<file path="src/rtl/cbs_pkg.sv">
`timescale 1ns / 1ps
// ----------------------------------------------------------------------------
// cbs_pkg
// Shared types, widths and constants of the credit-based packet shaper.
// ----------------------------------------------------------------------------
package cbs_pkg;

   // system tick rate
   localparam int unsigned TICK_RATE_HZ  = 1000;
   localparam int unsigned BITS_PER_BYTE = 8;
   localparam int unsigned MS_PER_S      = 1000;
   localparam int unsigned BYTE_MS       = BITS_PER_BYTE * MS_PER_S;

   // field widths
   localparam int unsigned TICK_W     = 32;
   localparam int unsigned BPS_W      = 32;
   localparam int unsigned CRD_W      = 24;
   localparam int unsigned BYTES_W    = 16;
   localparam int unsigned CSR_DATA_W = 32;
   localparam int unsigned CSR_IDX_W  = 1;

   // register reset values
   localparam logic [BPS_W-1:0] BPS_RESET = BPS_W'(1000000);
   localparam logic [CRD_W-1:0] CRD_RESET = CRD_W'(12000);

   // arithmetic widths
   localparam int unsigned DLY_NUM_W  = BYTES_W + $clog2(BYTE_MS);
   localparam int unsigned MS_W       = CRD_W + $clog2(MS_PER_S);
   localparam int unsigned TICKHZ_W   = $clog2(TICK_RATE_HZ + 1);
   localparam int unsigned DVD_W      = MS_W + TICKHZ_W;
   localparam int unsigned STEP_W     = $clog2(DVD_W + 1);
   localparam bit          TICK_IDENT = (TICK_RATE_HZ == MS_PER_S);

   // command queue
   localparam int unsigned QDEPTH = 2;
   localparam int unsigned QPTR_W = $clog2(QDEPTH);
   localparam int unsigned QCNT_W = $clog2(QDEPTH + 1);

   typedef enum logic {
      OP_QUERY = 1'b0,
      OP_START = 1'b1
   } op_type;

   typedef enum logic [CSR_IDX_W-1:0] {
      REG_BANDWIDTH  = 1'b0,
      REG_MAX_CREDIT = 1'b1
   } csr_reg_type;

   typedef struct packed {
      op_type                 op;
      logic [TICK_W-1:0]      now;
      logic [DLY_NUM_W-1:0]   dly_num;
   } cmd_type;

   typedef struct packed {
      logic                 start;
      logic [DVD_W-1:0]     dividend;
      logic [BPS_W-1:0]     divisor;
      logic [STEP_W-1:0]    steps;
   } div_req_type;

   typedef struct packed {
      logic                 done;
      logic [DVD_W-1:0]     quotient;
   } div_rsp_type;

   typedef enum logic [3:0] {
      ST_IDLE,
      ST_DLY_GO,
      ST_DLY_WAIT,
      ST_DTC_GO,
      ST_DTC_WAIT,
      ST_CRD_GO,
      ST_CRD_WAIT,
      ST_CTC_GO,
      ST_CTC_WAIT,
      ST_APPLY,
      ST_DONE
   } back_state_type;

endpackage

</file>
<file path="src/rtl/cbs_if.sv">
`timescale 1ns / 1ps
// ----------------------------------------------------------------------------
// cbs_if
// Request and response channels of the shaper, valid/ready handshake.
// ----------------------------------------------------------------------------
interface cbs_req_if;
   logic                        valid;
   logic                        ready;
   logic                        action;
   logic [cbs_pkg::TICK_W-1:0]  now_tick;
   logic [cbs_pkg::BYTES_W-1:0] packet_bytes;

   modport source (output valid, output action, output now_tick, output packet_bytes,
                   input ready);
   modport sink   (input valid, input action, input now_tick, input packet_bytes,
                   output ready);
endinterface

interface cbs_rsp_if;
   logic                        valid;
   logic                        ready;
   logic                        ready_res;
   logic [cbs_pkg::TICK_W-1:0]  wakeup_tick;

   modport source (output valid, output ready_res, output wakeup_tick, input ready);
   modport sink   (input valid, input ready_res, input wakeup_tick, output ready);
endinterface

</file>
<file path="src/rtl/credit_based_packet_shaper.sv">
`timescale 1ns / 1ps
// ----------------------------------------------------------------------------
// credit_based_packet_shaper
// Virtual-time credit shaper: decides whether the head packet may go and
// advances the activation time by the packet's transmission delay.
// ----------------------------------------------------------------------------
//  channel   dir   handshake          payload
//  req_port  in    valid/ready        action, now_tick, packet_bytes
//  rsp_port  out   valid/ready        ready_res, wakeup_tick
//  csr_*     in    csr_we, no stall   csr_index, csr_wdata
//
// A start item or a query that must wait goes from idle straight to the done
// state of the back part. A query that may go runs two divisions on the shared
// one-bit-a-cycle divider (29 steps for the delay, 34 for the credit), none
// if the bandwidth is zero. Reset is synchronous; activation time clears to
// zero, registers take their defaults. A two-entry queue lets requests be taken
// while the back part works and the response register waits on a stalled sink.
// ----------------------------------------------------------------------------
module credit_based_packet_shaper (
   input  logic                              clock,
   input  logic                              reset,
   cbs_req_if.sink                           req_port,
   cbs_rsp_if.source                         rsp_port,
   input  logic                              csr_we,
   input  logic [cbs_pkg::CSR_IDX_W-1:0]     csr_index,
   input  logic [cbs_pkg::CSR_DATA_W-1:0]    csr_wdata
);
   import cbs_pkg::*;

   logic    f_valid;
   logic    f_ready;
   cmd_type f_cmd;
   logic    b_valid;
   logic    b_ready;
   cmd_type b_cmd;

   // request intake
   cbs_front u_front (
      .clock     (clock),
      .reset     (reset),
      .req       (req_port),
      .cmd_valid (f_valid),
      .cmd_ready (f_ready),
      .cmd       (f_cmd)
   );

   // decoupling queue
   cbs_queue u_queue (
      .clock      (clock),
      .reset      (reset),
      .push_valid (f_valid),
      .push_ready (f_ready),
      .push_cmd   (f_cmd),
      .pop_valid  (b_valid),
      .pop_ready  (b_ready),
      .pop_cmd    (b_cmd)
   );

   // execution
   cbs_back u_back (
      .clock     (clock),
      .reset     (reset),
      .cmd_valid (b_valid),
      .cmd_ready (b_ready),
      .cmd       (b_cmd),
      .csr_we    (csr_we),
      .csr_index (csr_index),
      .csr_wdata (csr_wdata),
      .rsp       (rsp_port)
   );

endmodule

</file>
<file path="src/rtl/cbs_div.sv">
`timescale 1ns / 1ps
// ----------------------------------------------------------------------------
// cbs_div
// Restoring divider, one quotient bit per cycle. The dividend comes in
// left-aligned and the number of steps equals its significant width.
// ----------------------------------------------------------------------------
module cbs_div (
   input  logic                 clock,
   input  logic                 reset,
   input  cbs_pkg::div_req_type req,
   output cbs_pkg::div_rsp_type rsp
);
   import cbs_pkg::*;

   logic                busy_ff;
   logic                done_ff;
   logic [STEP_W-1:0]   cnt_ff;
   logic [DVD_W-1:0]    dvd_ff;
   logic [DVD_W-1:0]    quo_ff;
   logic [BPS_W-1:0]    rem_ff;
   logic [BPS_W-1:0]    dsr_ff;

   logic [BPS_W:0]      rem_sh;
   logic [BPS_W:0]      rem_sub;
   logic                ge;
   logic [BPS_W-1:0]    rem_in;

   // one restoring step
   always_comb begin
      rem_sh  = {rem_ff, dvd_ff[DVD_W-1]};
      ge      = (rem_sh >= {1'b0, dsr_ff});
      rem_sub = rem_sh - {1'b0, dsr_ff};
      rem_in  = ge ? rem_sub[BPS_W-1:0] : rem_sh[BPS_W-1:0];
   end

   // control
   always_ff @(posedge clock) begin
      if (reset) begin
         busy_ff <= 1'b0;
         done_ff <= 1'b0;
         cnt_ff  <= '0;
      end else begin
         done_ff <= 1'b0;
         if (req.start) begin
            busy_ff <= 1'b1;
            cnt_ff  <= req.steps;
         end else if (busy_ff) begin
            cnt_ff <= cnt_ff - STEP_W'(1);
            if (cnt_ff == STEP_W'(1)) begin
               busy_ff <= 1'b0;
               done_ff <= 1'b1;
            end
         end
      end
   end

   // datapath
   always_ff @(posedge clock) begin
      if (req.start) begin
         dvd_ff <= req.dividend;
         dsr_ff <= req.divisor;
         quo_ff <= '0;
         rem_ff <= '0;
      end else if (busy_ff) begin
         dvd_ff <= {dvd_ff[DVD_W-2:0], 1'b0};
         quo_ff <= {quo_ff[DVD_W-2:0], ge};
         rem_ff <= rem_in;
      end
   end

   assign rsp.done     = done_ff;
   assign rsp.quotient = quo_ff;

endmodule

</file>
<file path="src/rtl/cbs_queue.sv">
`timescale 1ns / 1ps
// ----------------------------------------------------------------------------
// cbs_queue
// Small command queue between the front and back parts.
// ----------------------------------------------------------------------------
module cbs_queue (
   input  logic             clock,
   input  logic             reset,
   input  logic             push_valid,
   output logic             push_ready,
   input  cbs_pkg::cmd_type push_cmd,
   output logic             pop_valid,
   input  logic             pop_ready,
   output cbs_pkg::cmd_type pop_cmd
);
   import cbs_pkg::*;

   cmd_type             mem_ff [QDEPTH];
   logic [QPTR_W-1:0]   wr_ptr_ff;
   logic [QPTR_W-1:0]   rd_ptr_ff;
   logic [QCNT_W-1:0]   cnt_ff;
   logic                push;
   logic                pop;

   assign push_ready = (cnt_ff != QCNT_W'(QDEPTH));
   assign pop_valid  = (cnt_ff != '0);
   assign push       = push_valid && push_ready;
   assign pop        = pop_valid && pop_ready;
   assign pop_cmd    = mem_ff[rd_ptr_ff];

   // pointers and fill count
   always_ff @(posedge clock) begin
      if (reset) begin
         wr_ptr_ff <= '0;
         rd_ptr_ff <= '0;
         cnt_ff    <= '0;
      end else begin
         if (push) wr_ptr_ff <= wr_ptr_ff + QPTR_W'(1);
         if (pop)  rd_ptr_ff <= rd_ptr_ff + QPTR_W'(1);
         if (push && !pop)      cnt_ff <= cnt_ff + QCNT_W'(1);
         else if (pop && !push) cnt_ff <= cnt_ff - QCNT_W'(1);
      end
   end

   // entry storage
   always_ff @(posedge clock) begin
      if (push) mem_ff[wr_ptr_ff] <= push_cmd;
   end

endmodule

</file>
<file path="src/rtl/cbs_front.sv">
`timescale 1ns / 1ps
// ----------------------------------------------------------------------------
// cbs_front
// Accepts request transfers, classifies them and forms the delay numerator.
// ----------------------------------------------------------------------------
module cbs_front (
   input  logic             clock,
   input  logic             reset,
   cbs_req_if.sink          req,
   output logic             cmd_valid,
   input  logic             cmd_ready,
   output cbs_pkg::cmd_type cmd
);
   import cbs_pkg::*;

   logic    cmd_valid_ff;
   cmd_type cmd_ff;
   cmd_type cmd_in;
   logic    take;

   assign req.ready = !cmd_valid_ff || cmd_ready;
   assign take      = req.valid && req.ready;

   // classify and scale packet length to bit-milliseconds
   always_comb begin
      cmd_in.op      = req.action ? OP_START : OP_QUERY;
      cmd_in.now     = req.now_tick;
      cmd_in.dly_num = DLY_NUM_W'(DLY_NUM_W'(req.packet_bytes) * DLY_NUM_W'(BYTE_MS));
   end

   always_ff @(posedge clock) begin
      if (reset) begin
         cmd_valid_ff <= 1'b0;
      end else if (take) begin
         cmd_valid_ff <= 1'b1;
      end else if (cmd_ready) begin
         cmd_valid_ff <= 1'b0;
      end
   end

   always_ff @(posedge clock) begin
      if (take) cmd_ff <= cmd_in;
   end

   assign cmd_valid = cmd_valid_ff;
   assign cmd       = cmd_ff;

endmodule

</file>
<file path="src/rtl/cbs_back.sv">
`timescale 1ns / 1ps
// ----------------------------------------------------------------------------
// cbs_back
// Executes shaper commands: delay and credit divisions on the shared
// divider, activation time update and the response register.
// ----------------------------------------------------------------------------
module cbs_back (
   input  logic                              clock,
   input  logic                              reset,
   input  logic                              cmd_valid,
   output logic                              cmd_ready,
   input  cbs_pkg::cmd_type                  cmd,
   input  logic                              csr_we,
   input  logic [cbs_pkg::CSR_IDX_W-1:0]     csr_index,
   input  logic [cbs_pkg::CSR_DATA_W-1:0]    csr_wdata,
   cbs_rsp_if.source                         rsp
);
   import cbs_pkg::*;

   back_state_type      state_ff;
   back_state_type      state_in;

   logic [BPS_W-1:0]    bw_ff;
   logic [CRD_W-1:0]    crd_ff;
   logic [TICK_W-1:0]   next_act_ff;
   cmd_type             cur_ff;
   logic [MS_W-1:0]     ms_ff;
   logic [TICK_W-1:0]   dly_ff;
   logic [TICK_W-1:0]   mxd_ff;
   logic                res_rdy_ff;
   logic [TICK_W-1:0]   res_wake_ff;

   logic                rsp_valid_ff;
   logic                rsp_rdy_ff;
   logic [TICK_W-1:0]   rsp_wake_ff;

   div_req_type         div_req;
   div_rsp_type         div_rsp;

   logic                bw_zero;
   logic                late;
   logic                out_free;
   logic                out_load;
   logic [TICK_W-1:0]   base;
   logic [TICK_W-1:0]   act_in;

   cbs_div u_div (
      .clock (clock),
      .reset (reset),
      .req   (div_req),
      .rsp   (div_rsp)
   );

   assign bw_zero  = (bw_ff == '0);
   assign late     = (next_act_ff > cmd.now);
   assign out_free = !rsp_valid_ff || rsp.ready;

   // credit clamp and new activation time
   always_comb begin
      base   = ((next_act_ff + mxd_ff) < cur_ff.now) ? (cur_ff.now - mxd_ff) : next_act_ff;
      act_in = base + dly_ff;
   end

   // next state
   always_comb begin
      state_in = state_ff;
      unique case (state_ff)
         ST_IDLE: begin
            if (cmd_valid) begin
               if (cmd.op == OP_START || late) state_in = ST_DONE;
               else                            state_in = ST_DLY_GO;
            end
         end
         ST_DLY_GO: begin
            if (!bw_zero)        state_in = ST_DLY_WAIT;
            else if (TICK_IDENT) state_in = ST_CRD_GO;
            else                 state_in = ST_DTC_GO;
         end
         ST_DLY_WAIT: begin
            if (div_rsp.done) state_in = TICK_IDENT ? ST_CRD_GO : ST_DTC_GO;
         end
         ST_DTC_GO:   state_in = ST_DTC_WAIT;
         ST_DTC_WAIT: if (div_rsp.done) state_in = ST_CRD_GO;
         ST_CRD_GO: begin
            if (!bw_zero)        state_in = ST_CRD_WAIT;
            else if (TICK_IDENT) state_in = ST_APPLY;
            else                 state_in = ST_CTC_GO;
         end
         ST_CRD_WAIT: begin
            if (div_rsp.done) state_in = TICK_IDENT ? ST_APPLY : ST_CTC_GO;
         end
         ST_CTC_GO:   state_in = ST_CTC_WAIT;
         ST_CTC_WAIT: if (div_rsp.done) state_in = ST_APPLY;
         ST_APPLY:    state_in = ST_DONE;
         ST_DONE:     if (out_free) state_in = ST_IDLE;
         default:     state_in = ST_IDLE;
      endcase
   end

   // outputs: command pop, divider launch, response load
   always_comb begin
      cmd_ready        = 1'b0;
      out_load         = 1'b0;
      div_req.start    = 1'b0;
      div_req.dividend = '0;
      div_req.divisor  = bw_ff;
      div_req.steps    = '0;
      unique case (state_ff) inside
         ST_IDLE: cmd_ready = 1'b1;
         ST_DLY_GO: begin
            div_req.start    = !bw_zero;
            div_req.dividend = {cur_ff.dly_num, {(DVD_W - DLY_NUM_W){1'b0}}};
            div_req.steps    = STEP_W'(DLY_NUM_W);
         end
         ST_CRD_GO: begin
            div_req.start    = !bw_zero;
            div_req.dividend = {MS_W'(MS_W'(crd_ff) * MS_W'(MS_PER_S)),
                                {(DVD_W - MS_W){1'b0}}};
            div_req.steps    = STEP_W'(MS_W);
         end
         ST_DTC_GO, ST_CTC_GO: begin
            div_req.start    = 1'b1;
            div_req.dividend = DVD_W'(DVD_W'(ms_ff) * DVD_W'(TICK_RATE_HZ));
            div_req.divisor  = BPS_W'(MS_PER_S);
            div_req.steps    = STEP_W'(DVD_W);
         end
         ST_DONE: out_load = out_free;
         default: ;
      endcase
   end

   // state register and configuration
   always_ff @(posedge clock) begin
      if (reset) begin
         state_ff <= ST_IDLE;
         bw_ff    <= BPS_RESET;
         crd_ff   <= CRD_RESET;
      end else begin
         state_ff <= state_in;
         if (csr_we) begin
            unique case (csr_index)
               REG_BANDWIDTH:  bw_ff  <= csr_wdata[BPS_W-1:0];
               REG_MAX_CREDIT: crd_ff <= csr_wdata[CRD_W-1:0];
               default: ;
            endcase
         end
      end
   end

   // activation time
   always_ff @(posedge clock) begin
      if (reset) begin
         next_act_ff <= '0;
      end else if (state_ff == ST_IDLE && cmd_valid && cmd.op == OP_START) begin
         next_act_ff <= cmd.now;
      end else if (state_ff == ST_APPLY) begin
         next_act_ff <= act_in;
      end
   end

   // working registers
   always_ff @(posedge clock) begin
      case (state_ff)
         ST_IDLE: begin
            if (cmd_valid) begin
               cur_ff      <= cmd;
               res_rdy_ff  <= 1'b0;
               res_wake_ff <= (cmd.op == OP_START) ? cmd.now : next_act_ff;
            end
         end
         ST_DLY_GO: begin
            if (bw_zero) begin
               ms_ff  <= MS_W'({TICK_W{1'b1}});
               dly_ff <= {TICK_W{1'b1}};
            end
         end
         ST_DLY_WAIT: begin
            if (div_rsp.done) begin
               ms_ff  <= div_rsp.quotient[MS_W-1:0];
               dly_ff <= div_rsp.quotient[TICK_W-1:0];
            end
         end
         ST_DTC_WAIT: if (div_rsp.done) dly_ff <= div_rsp.quotient[TICK_W-1:0];
         ST_CRD_GO: begin
            if (bw_zero) begin
               ms_ff  <= MS_W'({TICK_W{1'b1}});
               mxd_ff <= {TICK_W{1'b1}};
            end
         end
         ST_CRD_WAIT: begin
            if (div_rsp.done) begin
               ms_ff  <= div_rsp.quotient[MS_W-1:0];
               mxd_ff <= div_rsp.quotient[TICK_W-1:0];
            end
         end
         ST_CTC_WAIT: if (div_rsp.done) mxd_ff <= div_rsp.quotient[TICK_W-1:0];
         ST_APPLY: begin
            res_rdy_ff  <= 1'b1;
            res_wake_ff <= act_in;
         end
         default: ;
      endcase
   end

   // response register
   always_ff @(posedge clock) begin
      if (reset) begin
         rsp_valid_ff <= 1'b0;
      end else if (out_load) begin
         rsp_valid_ff <= 1'b1;
      end else if (rsp.ready) begin
         rsp_valid_ff <= 1'b0;
      end
   end

   always_ff @(posedge clock) begin
      if (out_load) begin
         rsp_rdy_ff  <= res_rdy_ff;
         rsp_wake_ff <= res_wake_ff;
      end
   end

   assign rsp.valid       = rsp_valid_ff;
   assign rsp.ready_res   = rsp_rdy_ff;
   assign rsp.wakeup_tick = rsp_wake_ff;

endmodule

</file>
<file path="src/flat_wrapper.sv">
// flat-port wrapper written by rule: the top's interface ports become plain ports
module credit_based_packet_shaper_flat import cbs_pkg::*;
  (clock, reset, csr_we, csr_index, csr_wdata, req_port_valid, req_port_action, req_port_now_tick, req_port_packet_bytes, req_port_ready, rsp_port_valid, rsp_port_ready_res, rsp_port_wakeup_tick, rsp_port_ready);
  cbs_req_if req_port_i ();
  cbs_rsp_if rsp_port_i ();
  input  logic clock;
  input  logic reset;
  input  logic csr_we;
  input  logic [cbs_pkg::CSR_IDX_W-1:0] csr_index;
  input  logic [cbs_pkg::CSR_DATA_W-1:0] csr_wdata;
  input wire logic [$bits(req_port_i.valid)-1:0] req_port_valid;
  input wire logic [$bits(req_port_i.action)-1:0] req_port_action;
  input wire logic [$bits(req_port_i.now_tick)-1:0] req_port_now_tick;
  input wire logic [$bits(req_port_i.packet_bytes)-1:0] req_port_packet_bytes;
  output wire logic [$bits(req_port_i.ready)-1:0] req_port_ready;
  output wire logic [$bits(rsp_port_i.valid)-1:0] rsp_port_valid;
  output wire logic [$bits(rsp_port_i.ready_res)-1:0] rsp_port_ready_res;
  output wire logic [$bits(rsp_port_i.wakeup_tick)-1:0] rsp_port_wakeup_tick;
  input wire logic [$bits(rsp_port_i.ready)-1:0] rsp_port_ready;
  assign req_port_i.valid = req_port_valid;
  assign req_port_i.action = req_port_action;
  assign req_port_i.now_tick = req_port_now_tick;
  assign req_port_i.packet_bytes = req_port_packet_bytes;
  assign req_port_ready = req_port_i.ready;
  assign rsp_port_valid = rsp_port_i.valid;
  assign rsp_port_ready_res = rsp_port_i.ready_res;
  assign rsp_port_wakeup_tick = rsp_port_i.wakeup_tick;
  assign rsp_port_i.ready = rsp_port_ready;
  credit_based_packet_shaper u_core (.clock(clock), .reset(reset), .req_port(req_port_i), .rsp_port(rsp_port_i), .csr_we(csr_we), .csr_index(csr_index), .csr_wdata(csr_wdata));
endmodule
</file>
<file path="config.mk">
export PLATFORM = sky130hd
export DESIGN_NAME = credit_based_packet_shaper_flat
export DESIGN_NICKNAME = d
export VERILOG_FILES = /design/src/rtl/cbs_pkg.sv /design/src/rtl/cbs_if.sv /design/src/rtl/credit_based_packet_shaper.sv /design/src/rtl/cbs_div.sv /design/src/rtl/cbs_queue.sv /design/src/rtl/cbs_front.sv /design/src/rtl/cbs_back.sv /design/src/flat_wrapper.sv
export SDC_FILE = /design/constraint.sdc
export NUM_CORES = 2
export LEC_CHECK = 0
export ABC_AREA = 1
export BUFFER_PORTS_ARGS = -buffer_cell sky130_fd_sc_hd__buf_2
export CELL_PAD_IN_SITES_DETAIL_PLACEMENT = 2
export CELL_PAD_IN_SITES_GLOBAL_PLACEMENT = 2
export CORE_MARGIN = 2
export CORE_UTILIZATION = 30
export DETAILED_ROUTE_END_ITERATION = 12
export PLACE_DENSITY = 0.65
export RECOVER_POWER = 25
export SLEW_MARGIN = 20
export SYNTH_ARGS = -nofsm -noshare
export SYNTH_HDL_FRONTEND = slang
export SYNTH_HIERARCHICAL = 1
export SYNTH_SLANG_ARGS = --single-unit
export TNS_END_PERCENT = 5
</file>
<file path="constraint.sdc">
create_clock -name clock -period 8.17 [get_ports clock]
set_clock_uncertainty 0.2 [all_clocks]
set_input_delay 1.634 -clock clock [delete_from_list [all_inputs] [get_ports clock]]
set_output_delay 1.634 -clock clock [all_outputs]
set_load 0.05 [all_outputs]
</file>
==> impl_metrics.py <==
metrics = {
    "job": {
        "cap_viol_max_count": 4,
    },
    "sta": {
        "finalCritPeriodShare_pct": 86.9,
        "worst_slew_pin_slew_ns": 2.50,
        "maxSlewViolCount": 135,
        "final.setup.tns_ns": 0,
        "setup_viol": 0,
        "period_minus_slack_ns": 7.10,
        "hold_violations": 0,
        "maxSlewHeadroom_pct": -66.9,
        "rsz0062_at_grt": "false",
        "max_freq_mhz": 141,
    },
    "grt": {
        "grt_pass1_wl_um": 249000,
        "grt_pass1_vias": 41519,
        "grt_max_degree": 81,
        "grt.overflow.total": 0,
        "grtUsageTotal_pct": 19.9,
        "grt_antenna_before_repair": 7,
    },
    "detailed_routing": {
        "routed_wirelength_um": 159000,
        "drc": 0,
        "route.detailed.wl_per_inst_um": 20.9,
        "drt-initial-drc-count": 1687,
        "firstDrtPassIters": 5,
        "vias": 37075,
        "drtAntennaViolNets": 0,
        "via_per_inst": 4.88,
    },
    "clock_tree": {
        "cts_setup_buffers": 0,
        "clock_sinks": 654,
        "cts_root_buf": "clkbuf_16",
        "clk_path_buf_depth": 3,
        "ctsResizeCount": 0,
        "cts_tree": "built",
        "path_clk_slew_ns": 0.06,
        "htreeDepth": 3,
        "hold_buffers": 0,
        "numCtsBuffers": 86,
        "clk_latency_ns": 0.70,
    },
    "layout": {
        "register_area_um2": 17900,
        "area_growth_pct": 12.0,
        "multi_input_area_um2": 25600,
        "num-fill-cells": 17575,
        "design_area_um2": 52900,
        "layout-drive-gt1-share_pct": 8.21,
        "final_core_util_pct": 33.9,
        "final_nets": 6232,
        "stdcell_count": 7601,
        "final_common_cell": "nand2_1",
        "layout_common_cells": "nand2_1 (1329), inv_1 (805), edfxtp_1 (481), ha_1 (402)",
    },
    "critical_path": {
        "regToRegSetupSlack_ns": 1.07,
        "start_kind": "flip-flop",
        "worst_path_most_repeated_cell": "nand2_1",
        "end_kind": "flip-flop",
        "cpMaxStageDelayCell": "fa_1",
        "reg2reg_from": "u_core/u_back/next_act_ff[0]",
        "worstSetupPathType": "reg -> reg",
        "max_stage_delay_ns": 0.42,
        "critPathMaxFanout": 27,
        "required_ns": 8.39,
        "reg2regPathDepth": 37,
        "r2r-end": "u_core/u_back/res_wake_ff[25]",
        "crit_arrival_ns": 7.32,
    },
    "yosys": {
        "syn_avg_cell_area_um2": 8.84,
        "syn_area_um2": 47200,
        "synthCells": 5339,
        "synth_warnings": 6,
    },
    "placement": {
        "portBuffers": 121,
        "hpwl_um": 126000,
        "place_area_um2": 50100,
        "gp_congestion": 0.873,
        "dp.cells": 7442,
    },
    "floorplanning": {
        "start_util_pct": 30.2,
        "die_height_um": 401,
        "num_rows": 145,
        "ios": 122,
        "core_um2": 156000,
        "die_w_um": 401,
        "die_area_um2": 161000,
    },
    "hold_path": {
        "min_to": "u_core/u_back/rsp.wakeup_tick[0]",
        "hold_depth": 0,
        "hp-class": "reg -> reg",
        "holdCritStartpoint": "u_core/u_back/res_wake_ff[0]",
    },
    "run_status": {
        "status": "finished with violations",
        "violations": "max-capacitance violations, max-slew violations",
    },
}
## metrics by stage
step / hold slack (ns) / setup slack [ns]
after detailed placement: 0.206 / 1.09
after global placement: 0.207 / 1.19
after floorplan: 0.200 / 2.62
after global routing: 0.216 / 0.349
after CTS: 0.216 / 1.10
final: 0.213 / 1.07
## worst max path at each step
stage | startpoint | end | cells after the start
6_report | u_core/u_back/next_act_ff[0] | u_core/u_back/res_wake_ff[25] | 37
5_1_grt | u_core/u_back/mxd_ff[16] | u_core/u_back/res_wake_ff[29] | 34
4_1_cts | u_core/u_back/next_act_ff[0] | u_core/u_back/res_wake_ff[29] | 37
3_5_place_dp | u_core/u_back/next_act_ff[0] | u_core/u_back/res_wake_ff[29] | 37
3_3_place_gp | u_core/u_back/next_act_ff[0] | u_core/u_back/res_wake_ff[29] | 37
2_1_floorplan | u_core/u_back/state_ff[0] | u_core/u_back/u_div/dvd_ff[0] | 10
## worst max-delay path, delay by kind of cell (launching register included)
family / cells / cell delay (ns)
XOR/XNOR: 1 / 0.08
flip-flops: 1 / 0.39
AND/OR/NAND/NOR: 19 / 2.31
buffers and inverters: 6 / 0.91
adder cells (fa/ha/maj): 4 / 1.26
AO/OA/AOI/OAI: 7 / 1.64
## state kept, by name, indices dropped and copies added (netlist names), 34 cells and up, named ones only
| signal | count |
|---|---|
| u_core/u_back/cur_ff | 61 |
| u_core/u_back/ms_ff | 34 |
| u_core/u_back/u_div/dvd_ff | 44 |
| u_core/u_back/u_div/quo_ff | 34 |
| u_core/u_front/cmd | 56 |
| u_core/u_queue/mem_ff | 124 |
## area by class of cell
class / count / share of cell area (%)
Tap cell: 2058 / 4.87
Inverter: 831 / 5.90
Clock buffer: 108 / 4.44
Clock inverter: 49 / 0.904
Sequential cell: 654 / 33.9
Antenna cell: 1 / 0.00473
Multi-Input combinational cell: 3746 / 48.4
Timing Repair Buffer: 154 / 1.63
## per-layer routing
metal	vias to the layer above	global-route usage, %	wire length (um)
li1	17816	-	-
met1	18703	26.9	75100
met2	397	34.1	76000
met3	159	2.04	3690
met4	0	4.55	3860
met5	-	0	0
Power is not shown: default switching activity piles up to over one toggle a cycle in this logic, so the estimate is an artifact.
